[config.mk]
export PLATFORM = sky130hd
export DESIGN_NAME = rc_steering_pulse_integrator_flat
export DESIGN_NICKNAME = d
export VERILOG_FILES = /design/src/rtl/core/rcsp_pkg.sv /design/src/rtl/core/rcsp_in_if.sv /design/src/rtl/core/rcsp_out_if.sv /design/src/rtl/core/rc_steering_pulse_integrator.sv /design/src/rtl/core/rcsp_cdiv.sv /design/src/rtl/core/rcsp_front.sv /design/src/rtl/core/rcsp_step.sv /design/src/rtl/core/rcsp_integ.sv /design/src/flat_wrapper.sv
export SDC_FILE = /design/constraint.sdc
export NUM_CORES = 2
export LEC_CHECK = 0
export BUFFER_PORTS_ARGS = -buffer_cell sky130_fd_sc_hd__buf_2
export CAP_MARGIN = 15
export CORE_MARGIN = 2
export CORE_UTILIZATION = 35
export CTS_CLUSTER_SIZE = 10
export DETAILED_ROUTE_END_ITERATION = 16
export GPL_TIMING_DRIVEN = 0
export HOLD_SLACK_MARGIN = 0.15
export SLEW_MARGIN = 30
export SYNTH_ARGS = -nofsm -noshare
export SYNTH_HDL_FRONTEND = slang
export SYNTH_HIERARCHICAL = 1
export SYNTH_SLANG_ARGS = --single-unit
[constraint.sdc]
create_clock -name clk -period 7.8 [get_ports clk]
set_input_delay 0.39 -clock clk [delete_from_list [all_inputs] [get_ports clk]]
set_output_delay 0.39 -clock clk [all_outputs]
set_load 0.02 [all_outputs]
[src/rtl/core/rcsp_pkg.sv]
// rcsp_pkg: shared widths, register indexes, reset values and stage types
// for the rc steering pulse integrator. No dependencies.

package rcsp_pkg;

	// field and state widths
	localparam int STAMP_W = 32;
	localparam int ACC_W   = 36;
	localparam int CNT_W   = 4;
	localparam int SP_W    = 21;
	localparam int LIM_W   = 20;
	localparam int DB_W    = 16;
	localparam int WIN_W   = 20;
	localparam int EXC_W   = 20;
	localparam int TPS_W   = 16;

	// parameter defaults
	localparam int CAL_PULSES_DEF     = 10;
	localparam int TICKS_PER_STEP_DEF = 130;

	// configuration port
	localparam int CFG_IDX_W  = 2;
	localparam int CFG_DATA_W = 20;

	localparam logic [CFG_IDX_W-1:0] REG_SETPOINT_LIMIT = 2'd0;
	localparam logic [CFG_IDX_W-1:0] REG_DEADBAND_TICKS = 2'd1;
	localparam logic [CFG_IDX_W-1:0] REG_WINDOW_TICKS   = 2'd2;

	localparam logic [LIM_W-1:0] LIMIT_RST    = 20'd10000;
	localparam logic [DB_W-1:0]  DEADBAND_RST = 16'd4000;
	localparam logic [WIN_W-1:0] WINDOW_RST   = 20'd50000;

	// measured pulse width leaving the front stage
	typedef struct packed {
		logic                      valid;
		logic signed [STAMP_W-1:0] width;
	} rcsp_meas_t;

	// setpoint increment leaving the step pipeline
	typedef struct packed {
		logic             valid;
		logic             neg;
		logic [EXC_W-1:0] mag;
	} rcsp_step_t;

	// centre divider status
	typedef struct packed {
		logic                      busy;
		logic signed [STAMP_W-1:0] centre;
	} rcsp_centre_t;

endpackage

[src/rtl/core/rcsp_in_if.sv]
// rcsp_in_if: capture event channel (valid/ready plus event fields).
// Depends on rcsp_pkg for field widths.

interface rcsp_in_if
	import rcsp_pkg::*;
();
	logic               valid;
	logic               ready;
	logic               edge_high;
	logic [STAMP_W-1:0] stamp;
	logic               auto_mode;

	modport source (output valid, output edge_high, output stamp, output auto_mode,
		input ready);
	modport sink (input valid, input edge_high, input stamp, input auto_mode,
		output ready);
endinterface

[src/rtl/core/rcsp_out_if.sv]
// rcsp_out_if: steering setpoint result channel (valid/ready plus setpoint).
// Depends on rcsp_pkg for the setpoint width.

interface rcsp_out_if
	import rcsp_pkg::*;
();
	logic                   valid;
	logic                   ready;
	logic signed [SP_W-1:0] steer_setpoint;

	modport source (output valid, output steer_setpoint, input ready);
	modport sink (input valid, input steer_setpoint, output ready);
endinterface

[src/rtl/core/rc_steering_pulse_integrator.sv]
// rc_steering_pulse_integrator: one capture event per cycle while s1 can advance and
// no centre divide runs; a setpoint beat passes s1..s4 and the result reg in order.
// The last calibration pulse starts a centre divide (reciprocal multiply
// and correction), during which no event is taken.
// Async active-low reset: registers to reset values, calibration restarts.
// Depends on rcsp_pkg, rcsp_in_if, rcsp_out_if, rcsp_front/cdiv/step/integ.

module rc_steering_pulse_integrator
	import rcsp_pkg::*;
#(
	parameter int CAL_PULSES     = CAL_PULSES_DEF,
	parameter int TICKS_PER_STEP = TICKS_PER_STEP_DEF
) (
	input  logic                  clk,
	input  logic                  arst_n,
	input  logic                  cfg_we,
	input  logic [CFG_IDX_W-1:0]  cfg_idx,
	input  logic [CFG_DATA_W-1:0] cfg_data,
	rcsp_in_if.sink               evt,
	rcsp_out_if.source            res
);
	logic [LIM_W-1:0] limit_q;
	logic [DB_W-1:0]  deadband_q;
	logic [WIN_W-1:0] window_q;

	logic                    div_start;
	logic signed [ACC_W-1:0] div_sum;
	rcsp_centre_t            centre;
	rcsp_meas_t              meas;
	rcsp_step_t              step;
	logic                    take;
	logic                    free;

	always_ff @(posedge clk or negedge arst_n) begin
		if (!arst_n) begin
			limit_q    <= LIMIT_RST;
			deadband_q <= DEADBAND_RST;
			window_q   <= WINDOW_RST;
		end else if (cfg_we) begin
			case (cfg_idx)
				REG_SETPOINT_LIMIT: limit_q    <= cfg_data[LIM_W-1:0];
				REG_DEADBAND_TICKS: deadband_q <= cfg_data[DB_W-1:0];
				REG_WINDOW_TICKS:   window_q   <= cfg_data[WIN_W-1:0];
				default: ;
			endcase
		end
	end

	rcsp_front #(.CAL_PULSES(CAL_PULSES)) u_front (
		.clk       (clk),
		.arst_n    (arst_n),
		.evt       (evt),
		.take      (take),
		.div_busy  (centre.busy),
		.div_start (div_start),
		.div_sum   (div_sum),
		.meas      (meas)
	);

	rcsp_cdiv #(.CAL_PULSES(CAL_PULSES)) u_cdiv (
		.clk      (clk),
		.arst_n   (arst_n),
		.start    (div_start),
		.dividend (div_sum),
		.status   (centre)
	);

	rcsp_step #(.TICKS_PER_STEP(TICKS_PER_STEP)) u_step (
		.clk            (clk),
		.arst_n         (arst_n),
		.meas           (meas),
		.centre         (centre.centre),
		.deadband_ticks (deadband_q),
		.window_ticks   (window_q),
		.free           (free),
		.take           (take),
		.step           (step)
	);

	rcsp_integ u_integ (
		.clk            (clk),
		.arst_n         (arst_n),
		.step           (step),
		.setpoint_limit (limit_q),
		.free           (free),
		.res            (res)
	);
endmodule

[src/rtl/core/rcsp_cdiv.sv]
// rcsp_cdiv: divides the calibration sum by the pulse count to give the centre
// width, by reciprocal multiply and one correction step. Depends on rcsp_pkg.

module rcsp_cdiv
	import rcsp_pkg::*;
#(
	parameter int CAL_PULSES = CAL_PULSES_DEF
) (
	input  logic                    clk,
	input  logic                    arst_n,
	input  logic                    start,
	input  logic signed [ACC_W-1:0] dividend,
	output rcsp_centre_t            status
);
	localparam int MagW = ACC_W - 1;
	localparam int LoW  = 18;
	localparam int HiW  = MagW - LoW;
	localparam int RecW = MagW + 1;
	localparam int PpW  = 2 * LoW;
	localparam int SumW = 2 * MagW + 1;
	localparam int QdW  = MagW + CNT_W;
	// floor(2^MagW / count): the estimate is low by at most one
	localparam logic [RecW-1:0]  Recip   = RecW'((64'd1 << MagW) / CAL_PULSES);
	localparam logic [LoW-1:0]   RecLo   = Recip[LoW-1:0];
	localparam logic [LoW-1:0]   RecHi   = Recip[RecW-1:LoW];
	localparam logic [CNT_W-1:0] Divisor = CNT_W'(CAL_PULSES);

	localparam logic [1:0] PhMul = 2'd0;
	localparam logic [1:0] PhEst = 2'd1;
	localparam logic [1:0] PhFix = 2'd2;

	logic                      busy_q;
	logic [1:0]                ph_q;
	logic                      neg_q;
	logic [MagW-1:0]           mag_q;
	logic [PpW-1:0]            ll_q, lh_q, hl_q, hh_q;
	logic [MagW-1:0]           qe_q;
	logic signed [STAMP_W-1:0] centre_q;

	logic [MagW-1:0] dividend_mag;
	logic [SumW-1:0] prod_sum;
	logic [QdW-1:0]  qd;
	logic [MagW-1:0] rem;
	logic [MagW-1:0] quo;

	assign dividend_mag = dividend[ACC_W-1] ? MagW'(-dividend) : MagW'(dividend);

	always_comb begin
		prod_sum = SumW'(ll_q) + (SumW'(lh_q) << LoW) + (SumW'(hl_q) << LoW)
			+ (SumW'(hh_q) << (2 * LoW));
		qd  = QdW'(qe_q) * QdW'(Divisor);
		rem = mag_q - qd[MagW-1:0];
		quo = qe_q + MagW'(rem >= MagW'(Divisor));
	end

	always_ff @(posedge clk or negedge arst_n) begin
		if (!arst_n) begin
			busy_q   <= 1'b0;
			ph_q     <= PhMul;
			centre_q <= '0;
		end else if (start) begin
			busy_q <= 1'b1;
			ph_q   <= PhMul;
		end else if (busy_q) begin
			case (ph_q)
				PhMul: ph_q <= PhEst;
				PhEst: ph_q <= PhFix;
				PhFix: begin
					busy_q   <= 1'b0;
					ph_q     <= PhMul;
					centre_q <= neg_q ? -signed'(quo[STAMP_W-1:0])
						: signed'(quo[STAMP_W-1:0]);
				end
				default: ph_q <= PhMul;
			endcase
		end
	end

	// datapath, no reset needed
	always_ff @(posedge clk) begin
		if (start) begin
			neg_q <= dividend[ACC_W-1];
			mag_q <= dividend_mag;
		end
		if (busy_q && ph_q == PhMul) begin
			ll_q <= PpW'(mag_q[LoW-1:0]) * PpW'(RecLo);
			lh_q <= PpW'(mag_q[LoW-1:0]) * PpW'(RecHi);
			hl_q <= PpW'(mag_q[MagW-1:LoW]) * PpW'(RecLo);
			hh_q <= PpW'(mag_q[MagW-1:LoW]) * PpW'(RecHi);
		end
		if (busy_q && ph_q == PhEst)
			qe_q <= prod_sum[SumW-2:MagW];
	end

	assign status.busy   = busy_q;
	assign status.centre = centre_q;
endmodule

[src/rtl/core/rcsp_front.sv]
// rcsp_front: event decode, rise stamp, first-fall discard, calibration sum
// and the s1 width register. Depends on rcsp_pkg and rcsp_in_if.

module rcsp_front
	import rcsp_pkg::*;
#(
	parameter int CAL_PULSES = CAL_PULSES_DEF
) (
	input  logic                    clk,
	input  logic                    arst_n,
	rcsp_in_if.sink                 evt,
	input  logic                    take,
	input  logic                    div_busy,
	output logic                    div_start,
	output logic signed [ACC_W-1:0] div_sum,
	output rcsp_meas_t              meas
);
	localparam logic [CNT_W-1:0] CalDone = CNT_W'(CAL_PULSES);
	localparam logic [CNT_W-1:0] CalLast = CNT_W'(CAL_PULSES - 1);

	logic [STAMP_W-1:0]        rise_stamp_q;
	logic                      first_fall_q;
	logic [CNT_W-1:0]          calib_cnt_q;
	logic signed [ACC_W-1:0]   sum_q;
	logic                      valid_s1;
	logic signed [STAMP_W-1:0] width_s1;

	logic               en_s1;
	logic               accept;
	logic               fall;
	logic               calibrating;
	logic [STAMP_W-1:0] width;

	assign en_s1     = !valid_s1 || take;
	assign evt.ready = en_s1 && !div_busy;
	assign accept    = evt.valid && evt.ready && !evt.auto_mode;
	assign fall      = accept && !evt.edge_high && !first_fall_q;
	assign calibrating = (calib_cnt_q != CalDone);
	// wraps mod 2^32, read as two's complement
	assign width     = evt.stamp - rise_stamp_q;
	assign div_sum   = sum_q + {{(ACC_W-STAMP_W){width[STAMP_W-1]}}, width};
	assign div_start = fall && calibrating && (calib_cnt_q == CalLast);

	always_ff @(posedge clk or negedge arst_n) begin
		if (!arst_n) begin
			rise_stamp_q <= '0;
			first_fall_q <= 1'b1;
			calib_cnt_q  <= '0;
			sum_q        <= '0;
			valid_s1     <= 1'b0;
		end else begin
			if (accept && evt.edge_high)
				rise_stamp_q <= evt.stamp;
			if (accept && !evt.edge_high && first_fall_q)
				first_fall_q <= 1'b0;
			if (fall && calibrating) begin
				calib_cnt_q <= calib_cnt_q + 1'b1;
				sum_q       <= div_sum;
			end
			if (en_s1)
				valid_s1 <= fall && !calibrating;
		end
	end

	always_ff @(posedge clk) begin
		if (en_s1)
			width_s1 <= signed'(width);
	end

	assign meas.valid = valid_s1;
	assign meas.width = width_s1;
endmodule

[src/rtl/core/rcsp_step.sv]
// rcsp_step: offset against centre, window and deadband tests, and the
// excess divided by the tick count (s2..s4). Depends on rcsp_pkg.

module rcsp_step
	import rcsp_pkg::*;
#(
	parameter int TICKS_PER_STEP = TICKS_PER_STEP_DEF
) (
	input  logic                      clk,
	input  logic                      arst_n,
	input  rcsp_meas_t                meas,
	input  logic signed [STAMP_W-1:0] centre,
	input  logic [DB_W-1:0]           deadband_ticks,
	input  logic [WIN_W-1:0]          window_ticks,
	input  logic                      free,
	output logic                      take,
	output rcsp_step_t                step
);
	localparam int OffW   = STAMP_W + 1;
	localparam int RecipW = EXC_W + 1;
	localparam int ProdW  = EXC_W + RecipW;
	localparam int QdW    = EXC_W + TPS_W;
	// floor(2^EXC_W / ticks): the estimate is low by at most one
	localparam logic [RecipW-1:0] Recip  = RecipW'((64'd1 << EXC_W) / TICKS_PER_STEP);
	localparam logic [TPS_W-1:0]  Ticks  = TPS_W'(TICKS_PER_STEP);

	logic             valid_s2, valid_s3, valid_s4;
	logic             neg_s2, neg_s3, neg_s4;
	logic [EXC_W-1:0] x_s2, x_s3;
	logic [EXC_W-1:0] q_s3;
	logic [EXC_W-1:0] mag_s4;
	logic             en_s2, en_s3, en_s4;

	logic signed [OffW-1:0] offset;
	logic [OffW-1:0]        off_mag;
	logic                   pass;
	logic [ProdW-1:0]       prod;
	logic [QdW-1:0]         qd;
	logic [QdW-1:0]         rem;
	logic                   bump;

	assign en_s4 = !valid_s4 || free;
	assign en_s3 = !valid_s3 || en_s4;
	assign en_s2 = !valid_s2 || en_s3;
	assign take  = en_s2;

	always_comb begin
		offset  = {meas.width[STAMP_W-1], meas.width} - {centre[STAMP_W-1], centre};
		off_mag = offset[OffW-1] ? OffW'(-offset) : OffW'(offset);
		// magnitude equal to the deadband stays inside it
		pass    = (off_mag <= OffW'(window_ticks)) && (off_mag > OffW'(deadband_ticks));
		prod    = ProdW'(x_s2) * ProdW'(Recip);
		qd      = QdW'(q_s3) * QdW'(Ticks);
		rem     = QdW'(x_s3) - qd;
		bump    = (rem >= QdW'(Ticks));
	end

	always_ff @(posedge clk or negedge arst_n) begin
		if (!arst_n) begin
			valid_s2 <= 1'b0;
			valid_s3 <= 1'b0;
			valid_s4 <= 1'b0;
		end else begin
			if (en_s2)
				valid_s2 <= meas.valid && pass;
			if (en_s3)
				valid_s3 <= valid_s2;
			if (en_s4)
				valid_s4 <= valid_s3;
		end
	end

	always_ff @(posedge clk) begin
		if (en_s2) begin
			neg_s2 <= offset[OffW-1];
			x_s2   <= off_mag[EXC_W-1:0] - EXC_W'(deadband_ticks);
		end
		if (en_s3) begin
			neg_s3 <= neg_s2;
			x_s3   <= x_s2;
			q_s3   <= prod[ProdW-2:EXC_W];
		end
		if (en_s4) begin
			neg_s4 <= neg_s3;
			mag_s4 <= q_s3 + EXC_W'(bump);
		end
	end

	assign step.valid = valid_s4;
	assign step.neg   = neg_s4;
	assign step.mag   = mag_s4;
endmodule

[src/rtl/core/rcsp_integ.sv]
// rcsp_integ: running setpoint accumulate, saturation and the result
// register. Depends on rcsp_pkg and rcsp_out_if.

module rcsp_integ
	import rcsp_pkg::*;
(
	input  logic             clk,
	input  logic             arst_n,
	input  rcsp_step_t       step,
	input  logic [LIM_W-1:0] setpoint_limit,
	output logic             free,
	rcsp_out_if.source       res
);
	localparam int SumW = SP_W + 1;

	logic                   valid_q;
	logic signed [SP_W-1:0] setpoint_q;

	logic signed [SumW-1:0] incr;
	logic signed [SumW-1:0] sum;
	logic signed [SumW-1:0] lim;
	logic signed [SumW-1:0] clamped;

	assign free = !valid_q || res.ready;

	always_comb begin
		incr = step.neg ? -signed'(SumW'(step.mag)) : signed'(SumW'(step.mag));
		sum  = {setpoint_q[SP_W-1], setpoint_q} + incr;
		lim  = signed'(SumW'(setpoint_limit));
		if (sum > lim)
			clamped = lim;
		else if (sum < -lim)
			clamped = -lim;
		else
			clamped = sum;
	end

	always_ff @(posedge clk or negedge arst_n) begin
		if (!arst_n) begin
			valid_q    <= 1'b0;
			setpoint_q <= '0;
		end else if (free) begin
			valid_q <= step.valid;
			if (step.valid)
				setpoint_q <= clamped[SP_W-1:0];
		end
	end

	assign res.valid          = valid_q;
	assign res.steer_setpoint = setpoint_q;
endmodule

[src/flat_wrapper.sv]
// flat-port wrapper written by rule: the top's interface ports become plain ports
module rc_steering_pulse_integrator_flat import rcsp_pkg::*;
#(
	parameter int CAL_PULSES     = CAL_PULSES_DEF,
	parameter int TICKS_PER_STEP = TICKS_PER_STEP_DEF
)
  (clk, arst_n, cfg_we, cfg_idx, cfg_data, evt_valid, evt_edge_high, evt_stamp, evt_auto_mode, evt_ready, res_valid, res_steer_setpoint, res_ready);
  rcsp_in_if evt_i ();
  rcsp_out_if res_i ();
  input  logic clk;
  input  logic arst_n;
  input  logic cfg_we;
  input  logic [CFG_IDX_W-1:0] cfg_idx;
  input  logic [CFG_DATA_W-1:0] cfg_data;
  input wire logic [$bits(evt_i.valid)-1:0] evt_valid;
  input wire logic [$bits(evt_i.edge_high)-1:0] evt_edge_high;
  input wire logic [$bits(evt_i.stamp)-1:0] evt_stamp;
  input wire logic [$bits(evt_i.auto_mode)-1:0] evt_auto_mode;
  output wire logic [$bits(evt_i.ready)-1:0] evt_ready;
  output wire logic [$bits(res_i.valid)-1:0] res_valid;
  output wire logic [$bits(res_i.steer_setpoint)-1:0] res_steer_setpoint;
  input wire logic [$bits(res_i.ready)-1:0] res_ready;
  assign evt_i.valid = evt_valid;
  assign evt_i.edge_high = evt_edge_high;
  assign evt_i.stamp = evt_stamp;
  assign evt_i.auto_mode = evt_auto_mode;
  assign evt_ready = evt_i.ready;
  assign res_valid = res_i.valid;
  assign res_steer_setpoint = res_i.steer_setpoint;
  assign res_i.ready = res_ready;
  rc_steering_pulse_integrator #(.CAL_PULSES(CAL_PULSES), .TICKS_PER_STEP(TICKS_PER_STEP)) u_core (.clk(clk), .arst_n(arst_n), .cfg_we(cfg_we), .cfg_idx(cfg_idx), .cfg_data(cfg_data), .evt(evt_i), .res(res_i));
endmodule
==> impl_results.html <==
<table>
<tr><th>Metric</th><th>Value</th></tr>
<tr><th colspan="2">Timing</th></tr>
<tr><td>Post-route clock skew</td><td>0.0298 ns</td></tr>
<tr><td>Final-report max-slew violation count</td><td>0</td></tr>
<tr><td>Final worst path period share</td><td>103%</td></tr>
<tr><td>Transition time at the pin with the least slew margin</td><td>0.841 ns</td></tr>
<tr><td>Worst slack on hold paths</td><td>0.223 ns</td></tr>
<tr><td>Final hold vios</td><td>0</td></tr>
<tr><td>Final worst path period need</td><td>8.05 ns</td></tr>
<tr><td>Relative max-transition margin</td><td>43.7%</td></tr>
<tr><td>Setup repair after global routing missed its margin</td><td>yes</td></tr>
<tr><td>Maximum operating frequency</td><td>124 MHz</td></tr>
<tr><td>Count of final setup violators</td><td>13</td></tr>
<tr><td>Worst setup margin</td><td>-0.251 ns</td></tr>
<tr><th colspan="2">Global route</th></tr>
<tr><td>Grt total ovfl</td><td>0</td></tr>
<tr><td>Wire length of the first global-routing pass</td><td>192,000 um</td></tr>
<tr><td>All-Layer GR Usage</td><td>17.5%</td></tr>
<tr><td>Maximum number of pins on one net before global-route repair</td><td>82</td></tr>
<tr><td>Via count of the first global-routing pass</td><td>35,594</td></tr>
<tr><td>Antenna violations before repair</td><td>1</td></tr>
<tr><th colspan="2">Cells and area</th></tr>
<tr><td>Fraction of layout cells with a size suffix above 1</td><td>10.7%</td></tr>
<tr><td>Number of fill cells in the layout</td><td>12,890</td></tr>
<tr><td>Antenna cells</td><td>0</td></tr>
<tr><td>Final net count</td><td>6,075</td></tr>
<tr><td>Layout area overhead</td><td>13.2%</td></tr>
<tr><th colspan="2">Floorplan</th></tr>
<tr><td>Floorplan die height</td><td>367 um</td></tr>
<tr><td>Top-level I/O count</td><td>84</td></tr>
<tr><td>Core box area</td><td>0.131 mm2</td></tr>
<tr><td>Die footprint</td><td>0.135 mm2</td></tr>
<tr><td>Starting utilization of the core area</td><td>35.2%</td></tr>
<tr><td>Number of core rows</td><td>133</td></tr>
<tr><td>X dimension of the die</td><td>367 um</td></tr>
<tr><th colspan="2">Worst setup path</th></tr>
<tr><td>Arrival time worst endpoint</td><td>8.54 ns</td></tr>
<tr><td>Slowest stage cell, crit path</td><td>sky130_fd_sc_hd__edfxtp_1</td></tr>
<tr><td>CP Data Required Time</td><td>8.29 ns</td></tr>
<tr><td>Setup crit end kind</td><td>register</td></tr>
<tr><td>Critical register-to-register path startpoint</td><td>u_core/u_cdiv/qe_q[3]</td></tr>
<tr><td>Largest fanout of any net on the critical path</td><td>8</td></tr>
<tr><td>Maximum cell stage delay along the critical path</td><td>0.47 ns</td></tr>
<tr><td>Critical Path Source Type</td><td>register</td></tr>
<tr><td>CP Class</td><td>reg -&gt; reg</td></tr>
<tr><td>Origin of the worst setup path</td><td>u_core/u_cdiv/qe_q[3]</td></tr>
<tr><th colspan="2">Yosys</th></tr>
<tr><td>Count of state elements after synthesis</td><td>423</td></tr>
<tr><td>Distinct cells, synth</td><td>118</td></tr>
<tr><td>Number of enable-type register cells in the synthesized netlist</td><td>233</td></tr>
<tr><td>Post-synthesis async set-or-reset flop share</td><td>44.9%</td></tr>
<tr><td>Register area share after synthesis</td><td>25.5%</td></tr>
<tr><td>Dominant cell by count in the synthesized netlist</td><td>sky130_fd_sc_hd__ha_1</td></tr>
<tr><td>Cell area after synthesis</td><td>0.0462 mm2</td></tr>
<tr><td>Mapped Avg Cell Area</td><td>9.64 um2</td></tr>
<tr><td>Synth Instances</td><td>4,795</td></tr>
<tr><td>Flip-flop cell with the highest count after synthesis</td><td>sky130_fd_sc_hd__edfxtp_1</td></tr>
<tr><td>Commonest cells in the synthesized netlist</td><td>sky130_fd_sc_hd__ha_1 (702), sky130_fd_sc_hd__inv_1 (492), sky130_fd_sc_hd__a21oi_1 (352)</td></tr>
<tr><td>Leading cell types by total area after synthesis</td><td>sky130_fd_sc_hd__ha_1 (19%), sky130_fd_sc_hd__edfxtp_1 (15%), sky130_fd_sc_hd__fa_1 (11%), sky130_fd_sc_hd__dfrtp_1 (9.3%), sky130_fd_sc_hd__xnor2_1 (6.1%)</td></tr>
<tr><td>Biggest area consumer among synthesized cells</td><td>sky130_fd_sc_hd__ha_1</td></tr>
<tr><td>Portion of synthesized cell area occupied by the leading cell type</td><td>19.0%</td></tr>
<tr><td>Yosys warnings</td><td>6</td></tr>
<tr><th colspan="2">Route</th></tr>
<tr><td>Number of remaining DRC errors</td><td>0</td></tr>
<tr><td>Residual antenna-violating net count after detailed routing</td><td>0</td></tr>
<tr><td>DRC violation total after the first TritonRoute iteration</td><td>2,118</td></tr>
<tr><td>Via density per instance</td><td>5.27</td></tr>
<tr><td>Average routed wire per standard cell</td><td>17.6 um</td></tr>
<tr><td>Detailed-router iteration count before antenna repair</td><td>7</td></tr>
<tr><td>Detailed Route WL</td><td>120,000 um</td></tr>
<tr><td>Vias</td><td>36,091</td></tr>
<tr><th colspan="2">Placed design</th></tr>
<tr><td>Pre-CTS setup slack</td><td>-1.48 ns</td></tr>
<tr><td>Total half-perimeter wirelength after legalization and detailed placement</td><td>98,300 um</td></tr>
<tr><td>PortBufs</td><td>83</td></tr>
<tr><td>Final Wtd Congestion</td><td>0.901</td></tr>
<tr><th colspan="2">Min path</th></tr>
<tr><td>Min-Delay Path Class</td><td>in -&gt; async</td></tr>
<tr><th colspan="2">Clock tree</th></tr>
<tr><td>Htree depth</td><td>2</td></tr>
<tr><td>TritonCTS sink count</td><td>423</td></tr>
<tr><td>Clock tree from TritonCTS</td><td>built</td></tr>
<tr><td>Clock latency at the later pin of the worst-skew pair</td><td>0.64 ns</td></tr>
<tr><td>Clock root buffer</td><td>sky130_fd_sc_hd__clkbuf_16</td></tr>
<tr><td>Clock input transition at the sequential cells of the worst setup and hold paths</td><td>0.06 ns</td></tr>
<tr><td>Bufs on Longest Clock Path</td><td>3</td></tr>
<tr><td>TritonCTS Buffers</td><td>50</td></tr>
<tr><th colspan="2">Outcome</th></tr>
<tr><td>Result of the run</td><td>finished, violations left</td></tr>
<tr><td>Violated checks</td><td>negative setup slack</td></tr>
<tr><th colspan="2">Flow run</th></tr>
<tr><td>Count of maximum capacitance violations</td><td>0</td></tr>
</table>
cell type report:
type | count | area [um2] | area share (%)
Tap cell | 1755 | 2200 | 4.20
Sequential cell | 423 | 11800 | 22.5
Timing Repair Buffer | 209 | 1600 | 3.06
Clock buffer | 86 | 1400 | 2.67
Clock inverter | 7 | 134 | 0.256
Multi-Input combinational cell | 3773 | 32900 | 62.8
Inverter | 494 | 1850 | 3.54
Buffer | 106 | 528 | 1.01
logic make-up after synthesis:
kind of cell / Yosys count / synth area share [%]
compound gates: 1153 / 16.0
fa+ha+maj: 957 / 30.0
other cells: 1 / 0.00811
simple gates: 1098 / 12.2
mux: 110 / 2.64
flops: 423 / 25.5
xor+xnor: 449 / 8.52
buf+inv: 604 / 5.15
stage by stage:
step                cell area (um2)  utilization [%]  TNS [ns]  instances
detailed placement            49100             37.4    -29.56       6655
floorplan                     46200                -         0       4800
global placement              48900             37.2    -45.11       6638
global route                  52300             39.9     -5.82       6853
finish                        52300             39.9     -1.37       6853
CTS                           51900             39.5    -0.137       6845
flip-flops by register name, indices dropped and copies added (netlist names), 19 cells and up:
signal and flops:
u_core/u_front/rise_stamp_q 32, u_core/window_q 20, u_core/u_cdiv/centre_q 32, u_core/u_front/sum_q 36, u_core/u_integ/res.steer_setpoint 21, u_core/u_step/x_s3 19
u_core/u_cdiv/mag_q 35, u_core/u_cdiv/lh_q 32, u_core/limit_q 20, u_core/u_front/width_s1 32, u_core/u_cdiv/qe_q 33, u_core/u_cdiv/hh_q 31
u_core/u_step/x_s2 20
repair_timing:
action                                 4_1_cts  5_1_grt
buffers inserted                            44       12
endpoints found under the hold margin      265        0
resized for setup                           77       72
hold buffers                                55        0
pin swaps                                   66       28
setup endpoints to repair                   31       24
final timing paths:
path	to	slack [ns]	depth (start not counted)
setup / recovery	u_core/u_cdiv/centre_q[30]	-0.25	39
hold / removal	u_core/u_front/calib_cnt_q[3]	0.22	2
setup reg to reg	u_core/u_cdiv/centre_q[30]	-0.25	39
hold reg to reg	u_core/u_step/neg_s4	0.42	0
max in group asynchronous	u_core/limit_q[8]	6.79	3
min in group clk	u_core/deadband_q[3]	0.24	3
layout by cell type, fill, tap and decap left out, drive strengths merged, types with 19 or more instances in the layout:
cell type / Yosys / final
o21a: 37 / 37
a211oi: 34 / 34
o31ai: 35 / 35
dfrtp: 172 / 172
dlygate4sd3: 0 / 55
nor2b: 35 / 35
nor2: 255 / 255
nor4: 31 / 31
a21oi: 356 / 356
ha: 702 / 702
o22ai: 24 / 24
nand3: 105 / 105
a31oi: 37 / 37
xnor2: 321 / 321
clkbuf: 76 / 158
mux2: 96 / 96
inv: 493 / 493
or2: 19 / 19
nor3: 68 / 68
nand2: 292 / 292
fa: 255 / 255
and2: 22 / 22
nand2b: 62 / 62
xor2: 128 / 128
a21o: 134 / 134
o211ai: 22 / 22
o21ai: 265 / 265
or3: 24 / 24
buf: 34 / 188
edfxtp: 233 / 233
and3: 42 / 42
nand4: 65 / 65
o21bai: 50 / 50
nand3b: 23 / 23
per-layer routing:
metal	track usage [%]	vias up	share of wire, %
met5	0	-	0
met4	4.95	0	2.9
met3	1.97	198	3.9
met2	29.4	690	47
met1	23.8	17525	46
li1	-	17678	-
critical path, delay by kind of cell (launching register included):
family | cells | cell delay (ns)
simple gates | 14 | 2.48
compound gates | 13 | 2.31
fa+ha+maj | 5 | 1.40
buf+inv | 4 | 0.68
xor+xnor | 3 | 0.58
flops | 1 | 0.47
Power is not shown: default switching activity piles up to over one toggle a cycle in this logic, so the estimate is an artifact.
